**config.mk**
```make
export PLATFORM = sky130hd
export DESIGN_NAME = keyword_table_substitution_cipher_unit_flat
export DESIGN_NICKNAME = d
export VERILOG_FILES = /design/src/sv/ktsc_pkg.sv /design/src/sv/ktsc_req_if.sv /design/src/sv/ktsc_rsp_if.sv /design/src/sv/ktsc_ram.sv /design/src/sv/ktsc_scan.sv /design/src/sv/keyword_table_substitution_cipher_unit.sv /design/src/flat_wrapper.sv
export SDC_FILE = /design/constraint.sdc
export NUM_CORES = 1
export LEC_CHECK = 0
export ABC_AREA = 1
export BUFFER_PORTS_ARGS = -buffer_cell sky130_fd_sc_hd__buf_2
export CORE_MARGIN = 3
export CORE_UTILIZATION = 40
export CTS_CLUSTER_DIAMETER = 200
export CTS_CLUSTER_SIZE = 24
export DETAILED_ROUTE_END_ITERATION = 12
export GPL_TIMING_DRIVEN = 0
export PLACE_DENSITY = 0.58
export SYNTH_ARGS = -nofsm -noshare
export SYNTH_HDL_FRONTEND = slang
export SYNTH_SLANG_ARGS = --single-unit
```
**constraint.sdc**
```tcl
create_clock -name clk -period 6.8 [get_ports clk]
set_input_delay 0.68 -clock clk [delete_from_list [all_inputs] [get_ports clk]]
set_output_delay 0.68 -clock clk [all_outputs]
set_load 0.02 [all_outputs]
```
**src/sv/ktsc_pkg.sv**
```systemverilog
// Shared types, command and status codes, alphabet and helpers for the keyword table cipher.
`timescale 1ns / 1ps
`default_nettype none

package ktsc_pkg;

    // Column count is fixed; row count is a top-level parameter.
    localparam int TABLE_COLS  = 8;
    localparam int COL_W       = 3;

    localparam int ALPHA_LEN   = 64;
    localparam int ALPHA_IDX_W = 6;
    localparam int ALPHA_CNT_W = 7;

    localparam logic [2:0] CMD_CLEAR   = 3'd0;
    localparam logic [2:0] CMD_KEY     = 3'd1;
    localparam logic [2:0] CMD_FINISH  = 3'd2;
    localparam logic [2:0] CMD_ENCRYPT = 3'd3;
    localparam logic [2:0] CMD_DECRYPT = 3'd4;

    localparam logic [1:0] ST_OK        = 2'd0;
    localparam logic [1:0] ST_MISS      = 2'd1;
    localparam logic [1:0] ST_NOT_READY = 2'd2;

    // Latin capitals, Cyrillic capitals with YO after YE, then punctuation.
    localparam logic [7:0] ALPHABET [0:ALPHA_LEN-1] = '{
        8'h41, 8'h42, 8'h43, 8'h44, 8'h45, 8'h46, 8'h47, 8'h48,
        8'h49, 8'h4A, 8'h4B, 8'h4C, 8'h4D, 8'h4E, 8'h4F, 8'h50,
        8'h51, 8'h52, 8'h53, 8'h54, 8'h55, 8'h56, 8'h57, 8'h58,
        8'h59, 8'h5A, 8'hC0, 8'hC1, 8'hC2, 8'hC3, 8'hC4, 8'hC5,
        8'hA8, 8'hC6, 8'hC7, 8'hC8, 8'hC9, 8'hCA, 8'hCB, 8'hCC,
        8'hCD, 8'hCE, 8'hCF, 8'hD0, 8'hD1, 8'hD2, 8'hD3, 8'hD4,
        8'hD5, 8'hD6, 8'hD7, 8'hD8, 8'hD9, 8'hDA, 8'hDB, 8'hDC,
        8'hDD, 8'hDE, 8'hDF, 8'h20, 8'h2C, 8'h2E, 8'h3F, 8'h21
    };

    typedef struct packed {
        logic       start;
        logic [7:0] key;
    } scan_ctl_t;

    typedef struct packed {
        logic done;
        logic hit;
    } scan_res_t;

    // Map lowercase Latin, lowercase cp1251 Cyrillic and small yo to capitals.
    function automatic logic [7:0] cap_char(input logic [7:0] c);
        logic [7:0] r;
        r = c;
        if (c >= 8'h61 && c <= 8'h7A) begin
            r = c - 8'h20;
        end
        else if (c >= 8'hE0) begin
            r = c - 8'h20;
        end
        else if (c == 8'hB8) begin
            r = 8'hA8;
        end
        return r;
    endfunction

endpackage

`default_nettype wire

```
**src/sv/ktsc_req_if.sv**
```systemverilog
// Request channel: command and character with valid/ready handshake.
`timescale 1ns / 1ps
`default_nettype none

interface ktsc_req_if;
    logic       valid;
    logic       ready;
    logic [2:0] cmd;
    logic [7:0] in_char;

    modport source (output valid, output cmd, output in_char, input ready);
    modport sink   (input valid, input cmd, input in_char, output ready);
endinterface

`default_nettype wire

```
**src/sv/ktsc_rsp_if.sv**
```systemverilog
// Response channel: output character and status with valid/ready handshake.
`timescale 1ns / 1ps
`default_nettype none

interface ktsc_rsp_if;
    logic       valid;
    logic       ready;
    logic [7:0] out_char;
    logic [1:0] status;

    modport source (output valid, output out_char, output status, input ready);
    modport sink   (input valid, input out_char, input status, output ready);
endinterface

`default_nettype wire

```
**src/sv/ktsc_ram.sv**
```systemverilog
// Generic single-write, single-read RAM with registered read data.
`timescale 1ns / 1ps
`default_nettype none

module ktsc_ram #(
    parameter int WIDTH  = 8,
    parameter int DEPTH  = 64,
    parameter int ADDR_W = $clog2(DEPTH)
) (
    input  wire logic              clk,
    input  wire logic              wr_en,
    input  wire logic [ADDR_W-1:0] wr_addr,
    input  wire logic [WIDTH-1:0]  wr_data,
    input  wire logic [ADDR_W-1:0] rd_addr,
    output logic      [WIDTH-1:0]  rd_data
);

    logic [WIDTH-1:0] mem [0:DEPTH-1];

    always_ff @(posedge clk)
    begin
        if (wr_en)
        begin
            mem[wr_addr] <= wr_data;
        end
        rd_data <= mem[rd_addr];
    end

endmodule

`default_nettype wire

```
**src/sv/ktsc_scan.sv**
```systemverilog
// Shared search unit: walks the valid table entries one per cycle and compares each to a key.
`timescale 1ns / 1ps
`default_nettype none

module ktsc_scan
    import ktsc_pkg::*;
#(
    parameter int AW = 6,
    parameter int CW = 7
) (
    input  wire logic          clk,
    input  wire logic          rst_n,
    input  wire scan_ctl_t     ctl,
    input  wire logic [CW-1:0] count,
    input  wire logic [7:0]    rd_data,
    output logic      [AW-1:0] rd_addr,
    output scan_res_t          res,
    output logic      [AW-1:0] pos
);

    logic          active_reg;
    logic          cmp_valid_reg;
    logic          done_reg;
    logic [CW-1:0] idx_reg;
    logic [CW-1:0] cnt_reg;
    logic [7:0]    key_reg;
    logic [AW-1:0] cmp_pos_reg;
    logic [AW-1:0] pos_reg;
    logic          hit_reg;

    logic match;
    logic issue;
    logic ending;

    always_comb
    begin
        match  = cmp_valid_reg && (rd_data == key_reg);
        issue  = active_reg && (idx_reg < cnt_reg);
        ending = active_reg && (match || !issue);
    end

    assign rd_addr = idx_reg[AW-1:0];
    assign res     = '{done: done_reg, hit: hit_reg};
    assign pos     = pos_reg;

    always_ff @(posedge clk or negedge rst_n)
    begin
        if (!rst_n)
        begin
            active_reg    <= 1'b0;
            cmp_valid_reg <= 1'b0;
            done_reg      <= 1'b0;
            idx_reg       <= '0;
        end
        else if (ctl.start)
        begin
            active_reg    <= 1'b1;
            cmp_valid_reg <= 1'b0;
            done_reg      <= 1'b0;
            idx_reg       <= '0;
        end
        else
        begin
            done_reg      <= ending;
            cmp_valid_reg <= issue && !ending;
            if (ending)
            begin
                active_reg <= 1'b0;
            end
            if (issue)
            begin
                idx_reg <= idx_reg + CW'(1);
            end
        end
    end

    // Key, bound, pipeline position and verdict carry no reset.
    always_ff @(posedge clk)
    begin
        if (ctl.start)
        begin
            key_reg <= ctl.key;
            cnt_reg <= count;
        end
        cmp_pos_reg <= idx_reg[AW-1:0];
        if (!ctl.start && ending)
        begin
            hit_reg <= match;
            pos_reg <= cmp_pos_reg;
        end
    end

endmodule

`default_nettype wire

```
**src/sv/keyword_table_substitution_cipher_unit.sv**
```systemverilog
// Top level: command sequencer, symbol table RAM and shared search unit of the keyword cipher.
// Clear and unused commands complete without a search; a key character (unless the table is full)
// and a ready encrypt or decrypt search the filled entries, one table entry compared per cycle.
// Finish runs one search per alphabet symbol until the table is full or the alphabet is exhausted.
// One item at a time; req.ready is high only when the sequencer is idle.
// Reset clears the fill count, the ready flag, the sequencer and the output valid; table
// contents stay undefined and are never read before they are written.
`timescale 1ns / 1ps
`default_nettype none

module keyword_table_substitution_cipher_unit
    import ktsc_pkg::*;
#(
    parameter int TABLE_ROWS = 8
) (
    input  wire logic   clk,
    input  wire logic   rst_n,
    ktsc_req_if.sink    req,
    ktsc_rsp_if.source  rsp
);

    localparam int SIZE = TABLE_ROWS * TABLE_COLS;
    localparam int AW   = $clog2(SIZE);
    localparam int CW   = $clog2(SIZE + 1);
    localparam int RW   = AW - COL_W;

    typedef enum logic [2:0] {
        S_IDLE,
        S_KEY_SCAN,
        S_FIN_NEXT,
        S_FIN_SCAN,
        S_CIPH_SCAN,
        S_LOOKUP,
        S_LOOKUP_DATA,
        S_DONE
    } state_t;

    state_t                 state_reg;
    logic [CW-1:0]          fill_reg;
    logic                   tbl_ready_reg;
    logic [2:0]             cmd_reg;
    logic [7:0]             char_reg;
    logic [7:0]             key_reg;
    logic [ALPHA_CNT_W-1:0] alpha_reg;
    logic                   scan_go_reg;
    logic [AW-1:0]          lu_addr_reg;
    logic [7:0]             res_char_reg;
    logic [1:0]             res_status_reg;
    logic                   out_valid_reg;
    logic [7:0]             out_char_reg;
    logic [1:0]             out_status_reg;

    logic          accept;
    logic          table_full;
    logic          wr_en;
    logic [AW-1:0] rd_addr;
    logic [AW-1:0] scan_addr;
    logic [AW-1:0] scan_pos;
    logic [7:0]    rd_data;
    logic [RW-1:0] row;
    logic [RW-1:0] nrow;
    logic [AW-1:0] lu_addr_next;
    scan_ctl_t     scan_ctl;
    scan_res_t     scan_res;

    assign req.ready    = (state_reg == S_IDLE);
    assign rsp.valid    = out_valid_reg;
    assign rsp.out_char = out_char_reg;
    assign rsp.status   = out_status_reg;

    always_comb
    begin
        accept     = req.valid && req.ready;
        table_full = (fill_reg == CW'(SIZE));
        scan_ctl   = '{start: scan_go_reg, key: key_reg};
        wr_en      = (state_reg == S_KEY_SCAN || state_reg == S_FIN_SCAN)
                     && scan_res.done && !scan_res.hit;
        rd_addr    = (state_reg == S_LOOKUP) ? lu_addr_reg : scan_addr;

        // Same column, one row down for encrypt, one row up for decrypt, wrapping.
        row = scan_pos[AW-1:COL_W];
        if (cmd_reg == CMD_ENCRYPT)
        begin
            nrow = (row == RW'(TABLE_ROWS - 1)) ? '0 : row + RW'(1);
        end
        else
        begin
            nrow = (row == '0) ? RW'(TABLE_ROWS - 1) : row - RW'(1);
        end
        lu_addr_next = {nrow, scan_pos[COL_W-1:0]};
    end

    ktsc_ram #(
        .WIDTH (8),
        .DEPTH (SIZE)
    ) u_table (
        .clk     (clk),
        .wr_en   (wr_en),
        .wr_addr (fill_reg[AW-1:0]),
        .wr_data (key_reg),
        .rd_addr (rd_addr),
        .rd_data (rd_data)
    );

    ktsc_scan #(
        .AW (AW),
        .CW (CW)
    ) u_scan (
        .clk     (clk),
        .rst_n   (rst_n),
        .ctl     (scan_ctl),
        .count   (fill_reg),
        .rd_data (rd_data),
        .rd_addr (scan_addr),
        .res     (scan_res),
        .pos     (scan_pos)
    );

    always_ff @(posedge clk or negedge rst_n)
    begin
        if (!rst_n)
        begin
            state_reg      <= S_IDLE;
            fill_reg       <= '0;
            tbl_ready_reg  <= 1'b0;
            cmd_reg        <= CMD_CLEAR;
            char_reg       <= '0;
            key_reg        <= '0;
            alpha_reg      <= '0;
            scan_go_reg    <= 1'b0;
            lu_addr_reg    <= '0;
            res_char_reg   <= '0;
            res_status_reg <= ST_OK;
            out_valid_reg  <= 1'b0;
            out_char_reg   <= '0;
            out_status_reg <= ST_OK;
        end
        else
        begin
            // S_DONE reloads the output register on its own.
            if (out_valid_reg && rsp.ready && state_reg != S_DONE)
            begin
                out_valid_reg <= 1'b0;
            end

            unique case (state_reg)
                S_IDLE:
                begin
                    if (accept)
                    begin
                        cmd_reg        <= req.cmd;
                        char_reg       <= req.in_char;
                        res_char_reg   <= '0;
                        res_status_reg <= ST_OK;
                        unique case (req.cmd)
                            CMD_CLEAR:
                            begin
                                fill_reg      <= '0;
                                tbl_ready_reg <= 1'b0;
                                state_reg     <= S_DONE;
                            end
                            CMD_KEY:
                            begin
                                key_reg <= cap_char(req.in_char);
                                if (table_full)
                                begin
                                    state_reg <= S_DONE;
                                end
                                else
                                begin
                                    scan_go_reg <= 1'b1;
                                    state_reg   <= S_KEY_SCAN;
                                end
                            end
                            CMD_FINISH:
                            begin
                                alpha_reg <= '0;
                                state_reg <= S_FIN_NEXT;
                            end
                            CMD_ENCRYPT, CMD_DECRYPT:
                            begin
                                if (!tbl_ready_reg)
                                begin
                                    res_status_reg <= ST_NOT_READY;
                                    state_reg      <= S_DONE;
                                end
                                else
                                begin
                                    key_reg     <= (req.cmd == CMD_ENCRYPT)
                                                   ? cap_char(req.in_char) : req.in_char;
                                    scan_go_reg <= 1'b1;
                                    state_reg   <= S_CIPH_SCAN;
                                end
                            end
                            default:
                            begin
                                state_reg <= S_DONE;
                            end
                        endcase
                    end
                end

                S_KEY_SCAN:
                begin
                    scan_go_reg <= 1'b0;
                    if (scan_res.done)
                    begin
                        if (!scan_res.hit)
                        begin
                            fill_reg <= fill_reg + CW'(1);
                        end
                        state_reg <= S_DONE;
                    end
                end

                S_FIN_NEXT:
                begin
                    if (table_full || alpha_reg == ALPHA_CNT_W'(ALPHA_LEN))
                    begin
                        tbl_ready_reg <= 1'b1;
                        state_reg     <= S_DONE;
                    end
                    else
                    begin
                        key_reg     <= ALPHABET[alpha_reg[ALPHA_IDX_W-1:0]];
                        scan_go_reg <= 1'b1;
                        state_reg   <= S_FIN_SCAN;
                    end
                end

                S_FIN_SCAN:
                begin
                    scan_go_reg <= 1'b0;
                    if (scan_res.done)
                    begin
                        if (!scan_res.hit)
                        begin
                            fill_reg <= fill_reg + CW'(1);
                        end
                        alpha_reg <= alpha_reg + ALPHA_CNT_W'(1);
                        state_reg <= S_FIN_NEXT;
                    end
                end

                S_CIPH_SCAN:
                begin
                    scan_go_reg <= 1'b0;
                    if (scan_res.done)
                    begin
                        if (scan_res.hit)
                        begin
                            lu_addr_reg <= lu_addr_next;
                            state_reg   <= S_LOOKUP;
                        end
                        else
                        begin
                            // Unknown symbol: pass the original character through.
                            res_char_reg   <= char_reg;
                            res_status_reg <= ST_MISS;
                            state_reg      <= S_DONE;
                        end
                    end
                end

                S_LOOKUP:
                begin
                    state_reg <= S_LOOKUP_DATA;
                end

                S_LOOKUP_DATA:
                begin
                    res_char_reg <= rd_data;
                    state_reg    <= S_DONE;
                end

                S_DONE:
                begin
                    // Hold the result until the output register is free.
                    if (!out_valid_reg || rsp.ready)
                    begin
                        out_valid_reg  <= 1'b1;
                        out_char_reg   <= res_char_reg;
                        out_status_reg <= res_status_reg;
                        state_reg      <= S_IDLE;
                    end
                end

                default:
                begin
                    state_reg <= S_IDLE;
                end
            endcase
        end
    end

    a_write_not_full: assert property (@(posedge clk) disable iff (!rst_n)
        wr_en |-> !table_full)
        else $error("table write while table is full");

    a_ready_means_full: assert property (@(posedge clk) disable iff (!rst_n)
        tbl_ready_reg |-> table_full)
        else $error("table marked ready but not full");

    a_scan_done_in_scan: assert property (@(posedge clk) disable iff (!rst_n)
        scan_res.done |-> (state_reg == S_KEY_SCAN || state_reg == S_FIN_SCAN
                           || state_reg == S_CIPH_SCAN))
        else $error("search result outside a search state");

    a_accept_leaves_idle: assert property (@(posedge clk) disable iff (!rst_n)
        accept |=> state_reg != S_IDLE)
        else $error("accepted item did not start the sequencer");

endmodule

`default_nettype wire

```
**src/flat_wrapper.sv**
```systemverilog
// flat-port wrapper written by rule: the top's interface ports become plain ports
module keyword_table_substitution_cipher_unit_flat import ktsc_pkg::*;
#(
    parameter int TABLE_ROWS = 8
)
  (clk, rst_n, req_valid, req_cmd, req_in_char, req_ready, rsp_valid, rsp_out_char, rsp_status, rsp_ready);
  ktsc_req_if req_i ();
  ktsc_rsp_if rsp_i ();
  input  wire logic clk;
  input  wire logic rst_n;
  input wire logic [$bits(req_i.valid)-1:0] req_valid;
  input wire logic [$bits(req_i.cmd)-1:0] req_cmd;
  input wire logic [$bits(req_i.in_char)-1:0] req_in_char;
  output wire logic [$bits(req_i.ready)-1:0] req_ready;
  output wire logic [$bits(rsp_i.valid)-1:0] rsp_valid;
  output wire logic [$bits(rsp_i.out_char)-1:0] rsp_out_char;
  output wire logic [$bits(rsp_i.status)-1:0] rsp_status;
  input wire logic [$bits(rsp_i.ready)-1:0] rsp_ready;
  assign req_i.valid = req_valid;
  assign req_i.cmd = req_cmd;
  assign req_i.in_char = req_in_char;
  assign req_ready = req_i.ready;
  assign rsp_valid = rsp_i.valid;
  assign rsp_out_char = rsp_i.out_char;
  assign rsp_status = rsp_i.status;
  assign rsp_i.ready = rsp_ready;
  keyword_table_substitution_cipher_unit #(.TABLE_ROWS(TABLE_ROWS)) u_core (.clk(clk), .rst_n(rst_n), .req(req_i), .rsp(rsp_i));
endmodule
```
**Word-level counts from Yosys, hierarchy flattened**

Memories as Yosys holds them, arrays and structs flattened. A register that Yosys moved wholly into a read port is not among the register bits.
Cells that the tools add are included.

- Bits in registers: 103
- Latch bits: 0
- Bits in writable memories: 512
- Bits in read-only memories: 512
- Input port bits: 15
- Output and inout bits: 12
- Memories kept: 2

Memories:

| memory | depth | bits a word | rd ports | clocked after Yosys merged registers in | write ports | RTL line | text |
|---|---|---|---|---|---|---|---|
| (name not given) | 64 | 8 | 1 | 0 | 0 | keyword_table_substitution_cipher_unit.sv:225 | `key_reg <= ALPHABET[alpha_reg[ALPHA_IDX_W-1:0]];` |
| u_core.u_table.mem | 64 | 8 | 1 | 1 | 1 | ktsc_ram.sv:18 | `logic [WIDTH-1:0] mem [0:DEPTH-1];` |

- Add/subtract/negate cells: 6
- Multipliers: 0
- Divide/modulo/power cells: 0
- Magnitude comparators: 5
- Equality and inequality tests: 33
- Shift operators: 0
- Mux-type cells: 66
- Bitwise gates (word level): 1
- Reduce and logical (&&, ||, !) cells: 45

Operators with widths:

| operator | count |
|---|---|
| $mux 8 | 12 |
| $mux 7 | 9 |
| $pmux 8 s2 | 2 |
| $mux 3 | 10 |
| $pmux 7 s2 | 2 |
| $pmux 3 s8 | 1 |
| $pmux 8 s3 | 1 |
| $add 7x1->7 const B | 3 |
| $eq 3x3->1 const B | 6 |
| $ne 2x2->1 const B | 9 |
| $mux 1 | 16 |
| $reduce_and 4->1 | 4 |
| $eq 3x2->1 const B | 5 |
| $reduce_and 5->1 | 3 |
| $eq 7x7->1 const B | 2 |
| $mux 2 | 7 |
| $ne 3x3->1 const B | 4 |
| $reduce_bool 2->1 | 6 |
| $logic_and 1x1->1 | 11 |
| $logic_not 3->1 | 3 |
| $pmux 3 s3 | 1 |
| $eq 8x8->1 | 1 |
| $eq 8x8->1 const B | 1 |
| $ge 8x7->1 const B | 1 |
| other kinds (22) | 36 |

**Depth between registers and ports, before layout**

Gate-level depths: netlist of run 1.

- Depth after elaboration: 9
- Depth in mapped cells: 15
- Depth with buffers taken out: 12

**By module**

From an unflattened synthesis of run 1, not the netlist that was laid out.

- Cell total of the unflattened synthesis: 2496
- Area total of the unflattened synthesis: 27007.2 um2

By module, submodules not included:

| module | instances | cells an instance | area each (um2) | sequential area each (um2) |
|---|---|---|---|---|
| ktsc_ram | 1 | 1805 | 21339.2 | 15534.9 |
| keyword_table_substitution_cipher_unit | 1 | 523 | 3970.1 | 1626.6 |
| ktsc_scan | 1 | 168 | 1697.9 | 1031.0 |

**Worst setup path after synthesis of run 1**

No wires, ideal clock.

- Path type: reg-to-reg
- Start: register u_core.u_scan.idx_reg[4]
- End: register u_core.u_scan.hit_reg, enable pin
- Library setup time: 0.366 ns
- Arrival: 1.765 ns
- Slack: 4.669 ns
- Stages on the path, launching flop included: 9
- Buffers on the path: 0
- Path through: dfrtp_1 -> ha_1 -> a21oi_1 -> o21a_1 -> nand3_1 -> clkinv_1 -> nand2_1 -> nand2_1 -> nor2_1

- Word-level cells in the longest chain between the ends: 6

Ends and longest elaborated chain:

| element | RTL line | text |
|---|---|---|
| from (decl) | ktsc_scan.sv:24 | `logic [CW-1:0] idx_reg;` |
| from (signal assigned) | ktsc_scan.sv:72 | `idx_reg <= idx_reg + CW'(1);` |
| $lt 7x7->1 | ktsc_scan.sv:38 | `issue = active_reg && (idx_reg < cnt_reg);` |
| $logic_and 1x1->1 | ktsc_scan.sv:38 |  |
| $logic_not 1->1 | ktsc_scan.sv:39 | `ending = active_reg && (match \|\| !issue);` |
| $logic_or 1x1->1 | ktsc_scan.sv:39 |  |
| $logic_and 1x1->1 | ktsc_scan.sv:39 |  |
| $logic_and 1x1->1 | ktsc_scan.sv:86 | `if (!ctl.start && ending)` |
| to (signal assigned) | ktsc_scan.sv:88 | `hit_reg <= match;` |
| to (decl) | ktsc_scan.sv:29 | `logic hit_reg;` |

Every way passes these cells.
A chain may end at the register's enable or synchronous reset.

**Worst setup path after layout of run 1**

- Start: register u_core.state_reg[1]
- End: register u_core.u_table.rd_data[5] (read register of u_core.u_table.mem)

- Word-level cells in the longest chain between the ends: 2

Ends and longest elaborated chain:

| element | RTL line | text |
|---|---|---|
| from (decl) | keyword_table_substitution_cipher_unit.sv:38 | `state_t state_reg;` |
| from (signal assigned) | keyword_table_substitution_cipher_unit.sv:123 | `state_reg <= S_IDLE;` |
| from (signal assigned) | keyword_table_substitution_cipher_unit.sv:160 | `state_reg <= S_DONE;` |
| from (signal assigned) | keyword_table_substitution_cipher_unit.sv:167 | `state_reg <= S_DONE;` |
| $eq 3x3->1 | keyword_table_substitution_cipher_unit.sv:78 | `rd_addr = (state_reg == S_LOOKUP) ? lu_addr_reg : scan_addr;` |
| $mux 6 | keyword_table_substitution_cipher_unit.sv:78 |  |
| to (decl) | ktsc_ram.sv:15 | `output logic [WIDTH-1:0] rd_data` |

Every way passes these cells.

==> impl_summary.log, run 1 <==
INFO  metric grt_remaining_overflow = 0
INFO  metric setup_repair_after_global_routing_missed_its_margin = false
INFO  metric total_die_area = 73400 µm²
INFO  metric vias = 20000
INFO  metric regMostFlops = u_core.u_table.mem
INFO  metric htree_levels = 1
INFO  metric layout.cells.most_common_list = sky130_fd_sc_hd__nand2_1, sky130_fd_sc_hd__edfxtp_1, sky130_fd_sc_hd__nand3_1
INFO  metric endpoint = u_core.u_table.rd_data[5]$_DFF_P_
INFO  metric post_synth_num_cell_types = 51
INFO  metric area_of_the_core = 69100 µm²
INFO  metric cts_made_buffers = 29
INFO  metric cts_tree = built
INFO  metric port_buffers = 26
INFO  metric cts-root-buf = sky130_fd_sc_hd__clkbuf_16
INFO  metric yosysTopAreaCell = sky130_fd_sc_hd__edfxtp_1
INFO  metric report.final.setup_viol = 0
INFO  metric nNetsFinal = 2896
INFO  metric criticalPathCategory = reg2reg
INFO  metric powerDensity = 204 nW/µm²
INFO  metric mapped_nets = 2833
INFO  metric gp_congestion = 0.910
INFO  metric postLayoutCoreUtil = 0.439
INFO  metric syn_inst_count = 2795
INFO  metric end_kind = flip-flop
INFO  metric synthAdderAreaFrac = 0.0102
INFO  metric detailedRoute.firstIterationViolations = 2044
INFO  metric run_status = complete, no violations
INFO  metric yosysSeqAreaShare = 0.648
INFO  metric areaGrowthSynthToFinish = 7.90%
INFO  metric synth_edf_count = 534
INFO  metric worst_hold_path_type = in2reg
INFO  metric die_w = 271 µm
INFO  metric avgSynthCellArea = 10.0 µm²
INFO  metric drv.max_cap_violation_count = 0
INFO  metric post_route_cells_drive_above_1_share = 0.0652
INFO  metric ctsLongestPathBuffers = 3
INFO  metric critPathMaxFanout = 10
INFO  metric p_leak = 13.0 nW
INFO  metric timing.slew.headroom = 0.197
INFO  metric synth_top_area_share = 0.571
INFO  metric placed_cells_incl_taps = 3757
INFO  metric largest_net_degree_at_the_start_of_global_routing = 67
INFO  metric timing_worst_slew_pin_value = 1200 ps
INFO  metric detailedPlacementHpwl = 56.2 mm
INFO  metric totalNegativeSetupSlack = 0 ps
INFO  metric gr-usage-all-layers = 0.220
INFO  metric cts_setup_buffers = 0
INFO  metric finalPower = 6.19 mW
INFO  metric clk_transition_reported_paths = 90 ps
INFO  metric r2r_setup_slack = 3650 ps
INFO  metric period_minus_slack = 3150 ps
INFO  metric viasPerCell = 5.26
INFO  metric avgRoutedWirePerCell = 21.6 µm
INFO  metric reg2reg_to = u_core.u_table.rd_data[5]$_DFF_P_
INFO  metric drtAntennaViolNets = 0
INFO  metric layout.cells.most_common = sky130_fd_sc_hd__nand2_1
INFO  metric synth-simple-area-share = 0.217
INFO  metric cts_sinks = 623
INFO  metric synth_ff_type = sky130_fd_sc_hd__edfxtp_1
INFO  metric grt_antenna_before_repair = 0
INFO  metric io_pins = 27
INFO  metric worstSetupStartpoint = u_core.state_reg[1]$_DFFE_PN0P_
INFO  metric grt_pass1_wl = 121 mm
INFO  metric worstReg2RegStart = u_core.state_reg[1]$_DFFE_PN0P_
INFO  metric ys_async_sr_fraction = 0.120
INFO  metric period_share = 0.464
INFO  metric place_ws = 3730 ps
INFO  metric synth-compound-area-share = 0.0271
INFO  metric drc = 0
INFO  metric number_of_detailed_route_iterations_in_the_first_pass = 5
INFO  metric largest_register_ff_count = 512
INFO  metric synthesized_area_fraction_occupied_by_xor_and_xnor_cells = 0.00125
INFO  metric synth.top_cells.by_area = sky130_fd_sc_hd__edfxtp_1, sky130_fd_sc_hd__nand3_1, sky130_fd_sc_hd__nand2_1
INFO  metric placementRows = 96
INFO  metric clock_insertion_delay_worst_skew = 630 ps
INFO  metric worstSetupStartpointType = flip-flop
INFO  metric yosys-mux-area-fraction = 0.00201
INFO  metric antenna_cells = 0
INFO  metric initial_core_util = 0.407
INFO  metric combinational_family_with_the_most_area_after_synthesis = simple AND/OR/NAND/NOR gates
INFO  metric dieHeight = 271 µm
INFO  metric drv_slew = 0
INFO  metric fin_ws = 3650 ps
INFO  metric first_global_vias = 19200
INFO  metric vdd_ir_drop_max = 0.157 mV
INFO  metric num-fill-cells = 6597
INFO  metric fmaxAchievable = 317 MHz
INFO  metric skew = 41.4 ps
INFO  metric report.final.hold_viol_count = 0
INFO  metric wl = 82.0 mm
INFO  metric netlist_area = 28100 µm²
INFO  metric cp.arrival = 3670 ps
INFO  metric synth.ff_latch_count = 623
INFO  metric reg2regPathDepth = 13
INFO  metric critPathRequiredTime = 7320 ps
INFO  metric final_cell_count_no_fill = 3800
INFO  metric synth.yosys.warnings = 0
## worst max-delay path, stage by stage (launching register included)
cell                      delay [ps]
sky130_fd_sc_hd__dfrtp_1         380
sky130_fd_sc_hd__buf_6           140
sky130_fd_sc_hd__inv_4            80
sky130_fd_sc_hd__nand4_2         500
sky130_fd_sc_hd__nand2_2         390
sky130_fd_sc_hd__buf_4           260
sky130_fd_sc_hd__buf_2           310
sky130_fd_sc_hd__nand2_1         110
sky130_fd_sc_hd__nand3_1         140
sky130_fd_sc_hd__nand3_1         110
sky130_fd_sc_hd__nand3_1         160
sky130_fd_sc_hd__nand3_1         180
sky130_fd_sc_hd__nand3_1         210
sky130_fd_sc_hd__nand2_1          80
## repair_timing
action / CTS / global route
endpoints found under the hold margin: 6 / 0
hold buffers: 1 / 0
gates resized for setup: 0 / 0
## worst min-delay path by stage
stage,from,endpoint,slack [ps],cells after the start
4_1_cts,req_cmd[0],u_core.cmd_reg[0]$_DFFE_PN0P_,290,3
3_5_place_dp,u_core.u_scan.cmp_pos_reg[0]$_DFF_P_,u_core.u_scan.pos[0]$_DFFE_PP_,390,0
5_1_grt,req_cmd[0],u_core.cmd_reg[0]$_DFFE_PN0P_,320,3
3_3_place_gp,u_core.u_scan.cmp_pos_reg[2]$_DFF_P_,u_core.u_scan.pos[2]$_DFFE_PP_,390,0
6_report,req_cmd[0],u_core.cmd_reg[0]$_DFFE_PN0P_,320,3
2_1_floorplan,rst_n,u_core.alpha_reg[0]$_DFFE_PN0P_,380,0
## power breakdown
group	switching, mW	total [mW]	internal, mW
clock network	1.17	1.96	0.790
logic	0.0444	0.0601	0.0157
registers	0.0366	4.17	4.14
total	1.25	6.19	4.94
## cell type report
cell class / instances / area [µm²] / share of cell area
Sequential cell: 623 / 18200 / 0.601
Multi-Input combinational cell: 1521 / 7240 / 0.239
Inverter: 525 / 1970 / 0.0651
Tap cell: 931 / 1160 / 0.0384
Clock buffer: 42 / 774 / 0.0256
Buffer: 126 / 678 / 0.0224
Timing Repair Buffer: 32 / 250 / 0.00826
## through the flow
step	area [µm²]	hold slack, ps
final	30300	316
after CTS	30300	290
after detailed placement	29500	391
after global placement	29400	386
after floorplan	28100	384
after global routing	30300	317
## cells by family after synthesis
family	Yosys count
XOR/XNOR	4
AND/OR/NAND/NOR	1356
multiplexers	5
adder cells (fa/ha/maj)	23
flip-flops	623
AO/OA/AOI/OAI	133
buffers and inverters	651
## layer usage
layer / GRT usage / share of wire / vias to the layer above
met2: 0.369 / 0.48 / 761
met4: 0.0740 / 0.036 / 0
met1: 0.300 / 0.42 / 9806
met3: 0.0243 / 0.069 / 149
li1: - / - / 9287
met5: 0 / 0 / -
## cell usage after synthesis, drive strengths merged (2+ instances only)
cell type / n
a31oi: 8
clkbuf: 32
nor3: 23
or2: 2
clkinv: 2
o22ai: 9
edfxtp: 534
ha: 23
dfrtp: 75
a22oi: 2
nand4: 6
buf: 94
o21ai: 76
o211ai: 2
xor2: 3
a21oi: 24
nand3b: 64
nand3: 535
a221oi: 2
dfxtp: 14
nor2: 126
inv: 523
mux2: 5
o311ai: 2
nand2: 598
No activity file was read; power rests on OpenSTA's default activity.
==> run 2: changes to the inputs <==
==> constraint.sdc (replaced) <==
create_clock -name clk -period 3.1 [get_ports clk]
set_input_delay 0.31 -clock clk [delete_from_list [all_inputs] [get_ports clk]]
set_output_delay 0.31 -clock clk [all_outputs]
set_load 0.02 [all_outputs]
==> impl_summary.log, run 2 (synthesis gave the netlist of run 1 again) <==
INFO  metric clock_insertion_delay_worst_skew = 640 ps (was 630 ps)
INFO  metric gp_congestion = 0.910 (unchanged)
INFO  metric number_of_detailed_route_iterations_in_the_first_pass = 5 (unchanged)
INFO  metric fmaxAchievable = 326 MHz (was 317 MHz)
INFO  metric port_buffers = 26 (unchanged)
INFO  metric hold_ws = 84.4 ps (was 316 ps)
INFO  metric report.final.hold_viol_count = 0 (unchanged)
INFO  metric wl = 82.0 mm (about the same)
INFO  metric final_cell_count_no_fill = 3810 (was 3800)
INFO  metric nNetsFinal = 2906 (was 2896)
INFO  metric vias = 20000 (about the same)
INFO  metric run_status = complete, no violations (unchanged)
INFO  metric cp.arrival = 3310 ps (was 3670 ps)
INFO  metric place_ws = 33.3 ps (was 3730 ps)
INFO  metric postLayoutCoreUtil = 0.442 (was 0.439)
INFO  metric num-fill-cells = 6587 (was 6597)
INFO  metric criticalPathCategory = reg2reg (unchanged)
INFO  metric largest_net_degree_at_the_start_of_global_routing = 67 (unchanged)
INFO  metric largest_register_ff_count = 512 (unchanged)
INFO  metric clk_transition_reported_paths = 110 ps (was 90 ps)
INFO  metric areaGrowthSynthToFinish = 8.60% (was 7.90%)
INFO  metric area_of_the_core = 69100 µm² (unchanged)
INFO  metric post_route_cells_drive_above_1_share = 0.0771 (was 0.0652)
INFO  metric placementRows = 96 (unchanged)
INFO  metric skew = 44.8 ps (was 41.4 ps)
INFO  metric layout.cells.most_common_list = sky130_fd_sc_hd__nand2_1, sky130_fd_sc_hd__edfxtp_1, sky130_fd_sc_hd__nand3_1 (unchanged)
INFO  metric cts_sinks = 623 (unchanged)
INFO  metric timing.slew.headroom = 0.186 (was 0.197)
INFO  metric avgRoutedWirePerCell = 21.5 µm (was 21.6 µm)
INFO  metric end_kind = flip-flop (unchanged)
INFO  metric p_leak = 13.0 nW (about the same)
INFO  metric critPathRequiredTime = 3340 ps (was 7320 ps)
INFO  metric worst_hold_path_type = in2reg (unchanged)
INFO  metric initial_core_util = 0.407 (unchanged)
INFO  metric regMostFlops = u_core.u_table.mem (unchanged)
INFO  metric gr-usage-all-layers = 0.221 (was 0.220)
INFO  metric reg2regPathDepth = 7 (was 13)
INFO  metric drtAntennaViolNets = 0 (unchanged)
INFO  metric total_die_area = 73400 µm² (unchanged)
INFO  metric placed_cells_incl_taps = 3757 (unchanged)
INFO  metric cts-root-buf = sky130_fd_sc_hd__clkbuf_16 (unchanged)
INFO  metric critPathMaxFanout = 10 (unchanged)
INFO  metric detailedPlacementHpwl = 56.2 mm (unchanged)
INFO  metric hold-path-endpoint = u_core.char_reg[5]$_DFFE_PN0P_ (was u_core.cmd_reg[0]$_DFFE_PN0P_)
INFO  metric grt_antenna_before_repair = 0 (unchanged)
INFO  metric die_w = 271 µm (unchanged)
INFO  metric htree_levels = 1 (unchanged)
INFO  metric drc = 0 (unchanged)
INFO  metric antenna_cells = 0 (unchanged)
INFO  metric worstReg2RegStart = u_core.state_reg[2]$_DFFE_PN0P_ (was u_core.state_reg[1]$_DFFE_PN0P_)
INFO  metric powerDensity = 446 nW/µm² (was 204 nW/µm²)
INFO  metric reg2reg_to = u_core.u_table.mem[8][3]$_DFFE_PP_ (was u_core.u_table.rd_data[5]$_DFF_P_)
INFO  metric drv_slew = 0 (unchanged)
INFO  metric period_share = 0.990 (was 0.464)
INFO  metric grt_pass1_wl = 121 mm (about the same)
INFO  metric cts_setup_buffers = 0 (unchanged)
INFO  metric fin_ws = 31.6 ps (was 3650 ps)
INFO  metric viasPerCell = 5.25 (was 5.26)
INFO  metric totalNegativeSetupSlack = 0 ps (unchanged)
INFO  metric first_global_vias = 19300 (was 19200)
INFO  metric dieHeight = 271 µm (unchanged)
INFO  metric drv.max_cap_violation_count = 0 (unchanged)
INFO  metric hold-path-cell-count = 3 (unchanged)
INFO  metric report.final.setup_viol = 0 (unchanged)
INFO  metric cts_made_buffers = 29 (unchanged)
INFO  metric setup_repair_after_global_routing_missed_its_margin = true (was false)
INFO  metric detailedRoute.firstIterationViolations = 1942 (was 2044)
INFO  metric period_minus_slack = 3070 ps (was 3150 ps)
INFO  metric vdd_ir_drop_max = 0.347 mV (was 0.157 mV)
INFO  metric worstSetupStartpointType = flip-flop (unchanged)
INFO  metric cts_tree = built (unchanged)
INFO  metric ctsLongestPathBuffers = 3 (unchanged)
INFO  metric io_pins = 27 (unchanged)
INFO  metric hp-start = req_in_char[5] (was req_cmd[0])
INFO  metric layout.cells.most_common = sky130_fd_sc_hd__nand2_1 (unchanged)
INFO  metric timing_worst_slew_pin_value = 1220 ps (was 1200 ps)
INFO  metric grt_remaining_overflow = 0 (unchanged)
INFO  metric r2r_setup_slack = 30 ps (was 3650 ps)
## run 2: cell count changes in the layout (fill, tap and decap cells not counted)
cell                            before  now
sky130_fd_sc_hd__nand4_4             0    1
sky130_fd_sc_hd__nand4_2             1    0
sky130_fd_sc_hd__dlygate4sd3_1       1   11
sky130_fd_sc_hd__nor2_1            123   88
sky130_fd_sc_hd__nor2_2              2   37
## run 2: layout make-up
cell class              instances  area [µm²]  share of cell area
repair buffers                 42         350              0.0115
flip-flops and latches        623       18200               0.598
clock buffers                  42         774              0.0254
multi-input cells            1521        7330               0.240
inverters                     525        1970              0.0647
plain buffers                 126         678              0.0222
well taps                     931        1160              0.0382
## run 2: through the flow
stage	power, mW	cell area [µm²]
global route	14.0	30500
finish	13.6	30500
global placement	9.47	29400
floorplan	9.34	28100
detailed placement	9.48	29500
CTS	13.7	30400
## run 2: repair_timing
| item | 4_1_cts | 5_1_grt |
|---|---|---|
| gates resized for setup | 0 | 36 |
| hold buffers | 11 | 0 |
| endpoints found under the hold margin | 44 | 0 |
| setup endpoints to repair | 0 | 315 |
## run 2: worst max-delay path by stage
stage,from,to,slack [ps]
3_5_place_dp,u_core.state_reg[2]$_DFFE_PN0P_,u_core.u_table.mem[45][4]$_DFFE_PP_,30
4_1_cts,u_core.state_reg[2]$_DFFE_PN0P_,u_core.u_table.mem[45][2]$_DFFE_PP_,10
3_3_place_gp,u_core.key_reg[2]$_DFFE_PN0P_,u_core.u_table.mem[8][2]$_DFFE_PP_,-120
5_1_grt,u_core.state_reg[2]$_DFFE_PN0P_,u_core.u_table.mem[13][2]$_DFFE_PP_,-150
6_report,u_core.state_reg[2]$_DFFE_PN0P_,u_core.u_table.mem[8][3]$_DFFE_PP_,30
2_1_floorplan,u_core.u_scan.idx_reg[4]$_DFFE_PN0P_,u_core.u_scan.hit_reg$_DFFE_PP_,970
## run 2: critical path, cell delays in order (launching register included)
cell and delay, ps:
sky130_fd_sc_hd__dfrtp_1 370, sky130_fd_sc_hd__buf_4 180, sky130_fd_sc_hd__nor2_1 150, sky130_fd_sc_hd__nand3_1 140, sky130_fd_sc_hd__inv_1 160, sky130_fd_sc_hd__clkbuf_1 340
sky130_fd_sc_hd__nand2_1 550, sky130_fd_sc_hd__nor2_1 770
## run 2: report_power, final
part / internal [mW] / switching [mW]
sequential: 9.07 / 0.0801
combinational: 0.0425 / 0.0984
clock: 1.73 / 2.58
## run 2: layer usage
metal,wire length (µm),share of wire,track usage,vias up
met2,39000,0.48,0.369,730
met1,34500,0.42,0.301,9819
met3,5640,0.069,0.0243,138
met5,0,0,0,-
met4,2770,0.034,0.0742,0
li1,-,-,-,9314
